`src/hw/rtl/nir_pkg.sv`:
```
// nir_pkg: shared types and codes for the NEC infrared frame decoder.
// Used by nir_cfg_regs, nir_decode_core and nec_ir_frame_decoder_unit.
package nir_pkg;

  // Item kinds carried on the input tuser
  localparam logic [1:0] MODE_EDGE    = 2'd0;
  localparam logic [1:0] MODE_TIMEOUT = 2'd1;
  localparam logic [1:0] MODE_REARM   = 2'd2;

  // Register indexes on the configuration port
  localparam logic [2:0] REG_LMARK_MIN  = 3'd0;
  localparam logic [2:0] REG_LMARK_MAX  = 3'd1;
  localparam logic [2:0] REG_LSPACE_MIN = 3'd2;
  localparam logic [2:0] REG_LSPACE_MAX = 3'd3;
  localparam logic [2:0] REG_SHORT_MIN  = 3'd4;
  localparam logic [2:0] REG_SHORT_MAX  = 3'd5;
  localparam logic [2:0] REG_LONG_MIN   = 3'd6;
  localparam logic [2:0] REG_LONG_MAX   = 3'd7;

  // Decoder phases
  typedef enum logic [4:0] {
    PH_LMARK  = 5'b00001,
    PH_LSPACE = 5'b00010,
    PH_MARK   = 5'b00100,
    PH_SPACE  = 5'b01000,
    PH_LAST   = 5'b10000
  } phase_t;

  // Timing windows in ticks
  typedef struct packed {
    logic [15:0] leader_mark_min;
    logic [15:0] leader_mark_max;
    logic [15:0] leader_space_min;
    logic [15:0] leader_space_max;
    logic [15:0] short_min;
    logic [15:0] short_max;
    logic [15:0] long_min;
    logic [15:0] long_max;
  } cfg_regs_t;

  // One result word
  typedef struct packed {
    logic        frame_valid;
    logic        extended;
    logic [15:0] address;
    logic [7:0]  command;
    logic        rejected;
  } result_t;

endpackage

```
`src/hw/rtl/nir_cfg_regs.sv`:
```
// nir_cfg_regs: the eight timing window registers with their reset values.
// Depends on nir_pkg.
module nir_cfg_regs (
  input  logic                clk,
  input  logic                rst_n,
  input  logic                wr_en,
  input  logic [2:0]          wr_index,
  input  logic [15:0]         wr_data,
  output nir_pkg::cfg_regs_t  regs
);
  import nir_pkg::*;

  cfg_regs_t regs_r;

  // Register writes, one word per handshake
  always_ff @(posedge clk) begin
    if (!rst_n) begin
      regs_r.leader_mark_min  <= 16'd120;
      regs_r.leader_mark_max  <= 16'd160;
      regs_r.leader_space_min <= 16'd60;
      regs_r.leader_space_max <= 16'd80;
      regs_r.short_min        <= 16'd5;
      regs_r.short_max        <= 16'd14;
      regs_r.long_min         <= 16'd20;
      regs_r.long_max         <= 16'd32;
    end else if (wr_en) begin
      case (wr_index)
        REG_LMARK_MIN:  regs_r.leader_mark_min  <= wr_data;
        REG_LMARK_MAX:  regs_r.leader_mark_max  <= wr_data;
        REG_LSPACE_MIN: regs_r.leader_space_min <= wr_data;
        REG_LSPACE_MAX: regs_r.leader_space_max <= wr_data;
        REG_SHORT_MIN:  regs_r.short_min        <= wr_data;
        REG_SHORT_MAX:  regs_r.short_max        <= wr_data;
        REG_LONG_MIN:   regs_r.long_min         <= wr_data;
        REG_LONG_MAX:   regs_r.long_max         <= wr_data;
        default:        regs_r <= regs_r;
      endcase
    end
  end

  assign regs = regs_r;

endmodule

```
`src/hw/rtl/nir_decode_core.sv`:
```
// nir_decode_core: frame state and the combinational decode of a registered item.
// Depends on nir_pkg; the result is registered by the caller.
module nir_decode_core #(
  parameter int unsigned END_GAP = 40
) (
  input  logic                clk,
  input  logic                rst_n,
  input  logic                step,
  input  logic [1:0]          mode,
  input  logic [31:0]         stamp,
  input  nir_pkg::cfg_regs_t  regs,
  output nir_pkg::result_t    result
);
  import nir_pkg::*;

  logic        await_first_r, await_first_nxt;
  logic [31:0] prev_stamp_r,  prev_stamp_nxt;
  phase_t      phase_r,       phase_nxt;
  logic        bad_frame_r,   bad_frame_nxt;
  logic [5:0]  bit_count_r,   bit_count_nxt;
  logic [31:0] shift_word_r,  shift_word_nxt;

  logic [31:0] diff_fwd, diff_rev, iv;
  logic        report;
  logic [7:0]  lo_byte, hi_byte;

  // Interval: both differences in parallel, pick by sign of the forward one
  assign diff_fwd = stamp - prev_stamp_r;
  assign diff_rev = prev_stamp_r - stamp;
  assign iv       = diff_fwd[31] ? diff_rev : diff_fwd;

  // Window compares against 16-bit limits
  function automatic logic below(input logic [31:0] v, input logic [15:0] lim);
    below = (v[31:16] == 16'd0) && (v[15:0] < lim);
  endfunction

  function automatic logic above(input logic [31:0] v, input logic [15:0] lim);
    above = (v[31:16] != 16'd0) || (v[15:0] > lim);
  endfunction

  // Next state
  always_comb begin
    await_first_nxt = await_first_r;
    prev_stamp_nxt  = prev_stamp_r;
    phase_nxt       = phase_r;
    bad_frame_nxt   = bad_frame_r;
    bit_count_nxt   = bit_count_r;
    shift_word_nxt  = shift_word_r;
    report          = 1'b0;
    case (mode)
      MODE_EDGE: begin
        prev_stamp_nxt = stamp;
        if (await_first_r) begin
          await_first_nxt = 1'b0;
          phase_nxt       = PH_LMARK;
          bad_frame_nxt   = 1'b0;
          bit_count_nxt   = 6'd0;
          shift_word_nxt  = 32'd0;
        end else if (!bad_frame_r) begin
          case (phase_r)
            PH_LAST: begin
              if (iv > 32'(END_GAP)) report = 1'b1;
              else bad_frame_nxt = 1'b1;
            end
            PH_LMARK: begin
              if (below(iv, regs.leader_mark_min) || above(iv, regs.leader_mark_max))
                bad_frame_nxt = 1'b1;
              else
                phase_nxt = PH_LSPACE;
            end
            PH_LSPACE: begin
              if (below(iv, regs.leader_space_min) || above(iv, regs.leader_space_max))
                bad_frame_nxt = 1'b1;
              else
                phase_nxt = PH_MARK;
            end
            PH_MARK: begin
              if (below(iv, regs.short_min) || above(iv, regs.short_max))
                bad_frame_nxt = 1'b1;
              else
                phase_nxt = bit_count_r[5] ? PH_LAST : PH_SPACE;
            end
            PH_SPACE: begin
              // too-short space keeps the phase; too-long still moves on
              if (below(iv, regs.short_min)) begin
                bad_frame_nxt = 1'b1;
              end else begin
                phase_nxt = PH_MARK;
                if (above(iv, regs.long_max)) begin
                  bad_frame_nxt = 1'b1;
                end else begin
                  shift_word_nxt = {!below(iv, regs.long_min), shift_word_r[31:1]};
                  bit_count_nxt  = bit_count_r + 6'd1;
                end
              end
            end
            default: phase_nxt = phase_r;
          endcase
        end
      end
      MODE_TIMEOUT: begin
        report          = !await_first_r && !bad_frame_r && (phase_r == PH_LAST);
        await_first_nxt = 1'b1;
      end
      MODE_REARM: begin
        await_first_nxt = 1'b1;
        phase_nxt       = PH_LMARK;
        bad_frame_nxt   = 1'b0;
        bit_count_nxt   = 6'd0;
        shift_word_nxt  = 32'd0;
      end
      default: report = 1'b0;
    endcase
  end

  // Frame report fields
  assign lo_byte = shift_word_r[7:0];
  assign hi_byte = shift_word_r[15:8];

  always_comb begin
    result             = '0;
    result.rejected    = bad_frame_nxt;
    if (report) begin
      result.frame_valid = 1'b1;
      result.extended    = (lo_byte != ~hi_byte);
      result.address     = result.extended ? shift_word_r[15:0] : {8'd0, lo_byte};
      result.command     = shift_word_r[31:24];
    end
  end

  // State registers
  always_ff @(posedge clk) begin
    if (!rst_n) begin
      await_first_r <= 1'b1;
      prev_stamp_r  <= 32'd0;
      phase_r       <= PH_LMARK;
      bad_frame_r   <= 1'b0;
      bit_count_r   <= 6'd0;
      shift_word_r  <= 32'd0;
    end else if (step) begin
      await_first_r <= await_first_nxt;
      prev_stamp_r  <= prev_stamp_nxt;
      phase_r       <= phase_nxt;
      bad_frame_r   <= bad_frame_nxt;
      bit_count_r   <= bit_count_nxt;
      shift_word_r  <= shift_word_nxt;
    end
  end

endmodule

```
`src/hw/rtl/nec_ir_frame_decoder_unit.sv`:
```
// nec_ir_frame_decoder_unit: top level of the NEC infrared frame decoder.
// Depends on nir_pkg, nir_cfg_regs and nir_decode_core.
//
// Decodes NEC pulse-distance frames from timestamped edges, one result word
// per input word. An input word is captured in an input register, decoded
// combinationally against the frame state and written to the output register,
// so the block sustains one word per clock while results are taken; out_tvalid
// rises once the word has passed both registers. The input register frees up
// whenever the output register is empty or being taken; a stalled result lets
// one more word into the input register, after which in_tready drops until the
// result is taken. Configuration writes are always ready and take effect on the
// next cycle; write them only while the decoder is idle.
module nec_ir_frame_decoder_unit #(
  parameter int unsigned END_GAP = 40
) (
  input  logic        clk,
  input  logic        rst_n,
  // input channel
  input  logic        in_tvalid,
  output logic        in_tready,
  input  logic [31:0] in_tdata,   // [31:0] stamp
  input  logic [1:0]  in_tuser,   // [1:0] mode
  // result channel
  output logic        out_tvalid,
  input  logic        out_tready,
  output logic [31:0] out_tdata,  // [0] extended, [16:1] address, [24:17] command,
                                  // [25] rejected, [31:26] zero
  output logic [0:0]  out_tuser,  // [0] frame_valid
  // configuration
  input  logic        cfg_valid,
  output logic        cfg_ready,
  input  logic [2:0]  cfg_index,
  input  logic [15:0] cfg_data
);
  import nir_pkg::*;

  logic        in_valid_r;
  logic [1:0]  mode_r;
  logic [31:0] stamp_r;
  logic        out_valid_r;
  result_t     res_r;
  result_t     res_comb;
  cfg_regs_t   regs;
  logic        advance;

  // Configuration registers
  assign cfg_ready = 1'b1;

  nir_cfg_regs u_cfg (
    .clk      (clk),
    .rst_n    (rst_n),
    .wr_en    (cfg_valid),
    .wr_index (cfg_index),
    .wr_data  (cfg_data),
    .regs     (regs)
  );

  // Pipeline control
  assign advance   = in_valid_r && (!out_valid_r || out_tready);
  assign in_tready = !in_valid_r || advance;

  // Input register
  always_ff @(posedge clk) begin
    if (!rst_n) begin
      in_valid_r <= 1'b0;
    end else if (in_tready) begin
      in_valid_r <= in_tvalid;
    end
  end

  always_ff @(posedge clk) begin
    if (in_tready && in_tvalid) begin
      mode_r  <= in_tuser;
      stamp_r <= in_tdata;
    end
  end

  // Decode step
  nir_decode_core #(
    .END_GAP (END_GAP)
  ) u_core (
    .clk    (clk),
    .rst_n  (rst_n),
    .step   (advance),
    .mode   (mode_r),
    .stamp  (stamp_r),
    .regs   (regs),
    .result (res_comb)
  );

  // Output register
  always_ff @(posedge clk) begin
    if (!rst_n) begin
      out_valid_r <= 1'b0;
    end else if (advance) begin
      out_valid_r <= 1'b1;
    end else if (out_tready) begin
      out_valid_r <= 1'b0;
    end
  end

  always_ff @(posedge clk) begin
    if (advance) res_r <= res_comb;
  end

  assign out_tvalid = out_valid_r;
  assign out_tdata  = {6'd0, res_r.rejected, res_r.command, res_r.address, res_r.extended};
  assign out_tuser  = res_r.frame_valid;

  // A reported frame is never one that is marked bad
  a_valid_not_rejected: assert property (@(posedge clk) disable iff (!rst_n)
    (out_tvalid && out_tuser[0]) |-> !out_tdata[25])
    else $error("frame reported while rejected");

  // Frame fields are zero when no frame is reported
  a_fields_zero: assert property (@(posedge clk) disable iff (!rst_n)
    (out_tvalid && !out_tuser[0]) |-> (out_tdata[24:0] == 25'd0))
    else $error("frame fields set without a frame");

  // An empty output register never blocks intake
  a_intake_free: assert property (@(posedge clk) disable iff (!rst_n)
    !out_tvalid |-> in_tready)
    else $error("input stalled with empty output");

endmodule

```
`config.mk`:
```
export PLATFORM = sky130hd
export DESIGN_NAME = nec_ir_frame_decoder_unit
export DESIGN_NICKNAME = d
export VERILOG_FILES = /design/src/hw/rtl/nir_pkg.sv /design/src/hw/rtl/nir_cfg_regs.sv /design/src/hw/rtl/nir_decode_core.sv /design/src/hw/rtl/nec_ir_frame_decoder_unit.sv
export SDC_FILE = /design/constraint.sdc
export NUM_CORES = 1
export LEC_CHECK = 0
export ABC_AREA = 1
export BUFFER_PORTS_ARGS = -buffer_cell sky130_fd_sc_hd__buf_2
export CAP_MARGIN = 20
export CELL_PAD_IN_SITES_DETAIL_PLACEMENT = 1
export CELL_PAD_IN_SITES_GLOBAL_PLACEMENT = 1
export CORE_MARGIN = 5
export CORE_UTILIZATION = 46
export CTS_CLUSTER_DIAMETER = 100
export DETAILED_ROUTE_END_ITERATION = 8
export GPL_TIMING_DRIVEN = 1
export HOLD_SLACK_MARGIN = 0.15
export PLACE_DENSITY_LB_ADDON = 0.1
export SYNTH_ARGS = -nofsm -noshare
export SYNTH_HDL_FRONTEND = slang
export SYNTH_SLANG_ARGS = --single-unit
```
`constraint.sdc`:
```
create_clock -name clk -period 5.8 [get_ports clk]
set_clock_uncertainty 0.05 [all_clocks]
set_input_delay 0.58 -clock clk [delete_from_list [all_inputs] [get_ports clk]]
set_output_delay 0.58 -clock clk [all_outputs]
set_load 0.005 [all_outputs]
```
==> results.sh <==
export IMPL_outcome="finished clean"
export IMPL_ys_seq_elements=268
export IMPL_crit_path_frequent_cell="nand2_1"
export IMPL_rsz0062_at_grt="false"
export IMPL_crit_path_start_kind="flop"
export IMPL_seqPwrFrac=0.374
export IMPL_p_sw_mw=1.834
export IMPL_crit_family="simple AND/OR/NAND/NOR gates"
export IMPL_finalHoldViolations=0
export IMPL_fmax_mhz=191.8
export IMPL_cp_slowest_cell="ha_1"
export IMPL_fin_ws_ps=586.7
export IMPL_critPathBufInv=4
export IMPL_die_height_um=207.1
export IMPL_path_clk_slew_ps=50
export IMPL_worst_setup_path_end_kind="flop"
export IMPL_comb_power_share=0.263
export IMPL_worst_ir_drop_vdd_v=0.0002237
export IMPL_period_needed_ps=5213
export IMPL_clockBufferDepth=3
export IMPL_r2r_slack_ps=590
export IMPL_crit_type="flop to flop"
export IMPL_die_w_um=207.1
export IMPL_finalSetupViolCount=0
export IMPL_r2r_end="u_core.phase_r[3]$_SDFFE_PN0P_"
export IMPL_final_cell_area_um2=19930
export IMPL_hp_class="primary input to flop"
export IMPL_syn_avg_cell_area_um2=6.984
export IMPL_drt_first_iter_violations=855
export IMPL_ios=94
export IMPL_r2r_start="stamp_r[3]$_DFFE_PP_"
export IMPL_final_period_utilization=0.8989
export IMPL_viasPerCell=5.266
export IMPL_core_area_um2=38560
export IMPL_synth_top_area_cell="dfxtp_1"
export IMPL_dp_hpwl_um=42530
export IMPL_required_ps=6170
export IMPL_p_sw_frac=0.3385
export IMPL_grt_overflow=0
export IMPL_synth_common_cells="nand2_1, inv_1, a21oi_1"
export IMPL_reg2regPathDepth=33
export IMPL_async_reset_ff_frac=0
export IMPL_critPathMaxStageDelay_ps=440
export IMPL_whs_path_depth=1
export IMPL_start_util=0.4635
export IMPL_netlist_instances=2559
export IMPL_tightest_slew_ps=1004
export IMPL_placed_area_um2=18660
export IMPL_dieArea_um2=42890
export IMPL_drv_cap=0
export IMPL_wl_per_cell_um=17.79
export IMPL_grt_pass1_wl_um=90750
export IMPL_dr_pass1_iters=5
export IMPL_ys_seq_area_frac=0.3344
export IMPL_antenna_left=0
export IMPL_post_cts_buffers=0
export IMPL_powerDensity_nw_per_um2=271.7
export IMPL_drc=0
export IMPL_leakagePower_nw=9.396
export IMPL_p_clk_frac=0.363
export IMPL_clk_latency_ps=550
export IMPL_antenna_found_initial=0
export IMPL_via_count=16770
export IMPL_worst_hold_slack_ps=169.9
export IMPL_num_rows=72
export IMPL_maxSlewViolCount=0
export IMPL_synth_ff_type="dfxtp_1"
export IMPL_synth_area_um2=17870
export IMPL_post_place_ws_ps=387.2
export IMPL_grt_pass1_vias=17030
export IMPL_yosysWarnings=0
export IMPL_clkSinkCount=268
export IMPL_synth_top_area_share=0.2319
export IMPL_synth_edf_count=61
export IMPL_nNetsFinal=2894
export IMPL_slew_headroom=0.3306
export IMPL_critical_path_arrival_ps=5590
export IMPL_cts_root_buffer="clkbuf_16"
export IMPL_wl_um=56650
export IMPL_io_buffers=86
export IMPL_numCtsBuffers=34
export IMPL_cts_tree="built"
export IMPL_grt_max_degree=106
export IMPL_critical_path_max_fanout=32
export IMPL_worstHoldStart="in_tdata[16]"
export IMPL_fill_cells=5044
export IMPL_gp_congestion=0.9066
export IMPL_synthTopCellsByArea="dfxtp_1, ha_1, nand2_1, edfxtp_1, inv_1"
export IMPL_yosysUniqueCellTypes=54
export IMPL_final_setup_tns_ps=0
export IMPL_hold_end="stamp_r[16]$_DFFE_PP_"
export IMPL_p_int_mw=3.582
export IMPL_yosysMostFrequentCell="nand2_1"
export IMPL_n_antenna_cell=0
export IMPL_drive_above_1_share=0.07389
export IMPL_ctsHtreeMaxLevel=2
export IMPL_grt_use_total=0.2566
export IMPL_syn2layout_area_growth_pct=11.54
## what timing repair did
item                                   4_1_cts  5_1_grt
gates resized for setup                      0        4
hold buffers                                25        0
endpoints found under the hold margin       25        0
setup endpoints to repair                    0       33
## state kept, by name, indices dropped and copies added, names as in the netlist, 2 cells and up
register,count
stamp_r,32
u_core.phase_r,5
out_tdata,26
mode_r,2
u_core.prev_stamp_r,32
u_cfg.regs,128
u_core.bit_count_r,6
u_core.shift_word_r,32
## through the flow
step / util / instances / power, mW
after global placement: 0.4838 / 3099 / 3.365
after floorplan: - / 2564 / 2.999
after CTS: 0.5162 / 3183 / 5.450
final: 0.5170 / 3184 / 5.416
after global routing: 0.5170 / 3184 / 5.720
after detailed placement: 0.4838 / 3099 / 3.440
## cells by family (layout without fill, tap and decap cells)
kind of cell	after synthesis	in the layout	share of synthesized area
and+or+nand+nor	983	983	0.2342
buffers and inverters	549	651	0.1220
AOI/OAI and AO/OA	530	530	0.1563
DFF	268	268	0.3344
adders and majority gates	193	193	0.1360
xor gates and xnor gates	34	34	0.01666
other	2	7	0.0004202
## layout by cell type (no fill, tap or decap), types with 3 or more instances in the layout
cell type and count:
o21ai_1 3, dfxtp_1 207, a31oi_1 3, ha_1 191, buf_2 85, nand4_1 27
dlygate4sd3_1 25, edfxtp_1 61, o21a_1 3, xor2_1 18, nand2_4 6, nor2_4 10
xnor2_1 16, inv_2 8, o2111ai_1 4, conb_1 7, a21o_1 4, o21ai_0 215
inv_6 3, clkbuf_1 15, nand3b_1 3, nor2_1 171, clkinv_1 3, nor3_1 17
nor2_2 6, nand3_1 118, buf_4 13, a21oi_1 260, o211ai_1 22, nand2_1 602
nand2_2 11, clkbuf_16 34, inv_1 456, o21bai_1 6
## routing by layer
layer	global-route usage	routed length (um)	vias to the layer above
li1	-	-	8357
met1	0.3585	27440	8059
met2	0.4203	25670	266
met3	0.03843	2250	85
met4	0.06247	1288	0
met5	0	0	-
## worst max path at each step
stage	slack [ps]	end	cells past startpoint	from
after global routing	90	u_core.phase_r[3]$_SDFFE_PN0P_	33	stamp_r[3]$_DFFE_PP_
after detailed placement	390	u_core.shift_word_r[6]$_SDFFE_PN0P_	29	stamp_r[3]$_DFFE_PP_
after global placement	570	u_core.shift_word_r[10]$_SDFFE_PN0P_	29	stamp_r[3]$_DFFE_PP_
after floorplan	1460	u_core.shift_word_r[28]$_SDFFE_PN0P_	30	stamp_r[6]$_DFFE_PP_
final	590	u_core.phase_r[3]$_SDFFE_PN0P_	33	stamp_r[3]$_DFFE_PP_
after CTS	290	u_core.shift_word_r[7]$_SDFFE_PN0P_	29	stamp_r[3]$_DFFE_PP_
## power by group through the flow
stage,Sequential (mW),Combinational (mW),Clock (mW)
5_1_grt,2.03,1.61,2.08
6_report,2.03,1.42,1.97
4_1_cts,2.02,1.41,2.01
3_3_place_gp,2.06,1.31,0
2_1_floorplan,2.05,0.944,0
3_5_place_dp,2.06,1.38,0
## final cells by class
class	count	area, um^2	share of cell area
clock inverters	8	62.56	0.003139
clock buffers	51	934.6	0.04689
well taps	518	648.1	0.03252
flip-flops and latches	268	5976	0.2998
inverters	467	1757	0.08813
repair buffers	125	813.3	0.04080
multi-input cells	1747	9742	0.4887
No activity file was read; power rests on OpenSTA's default activity.
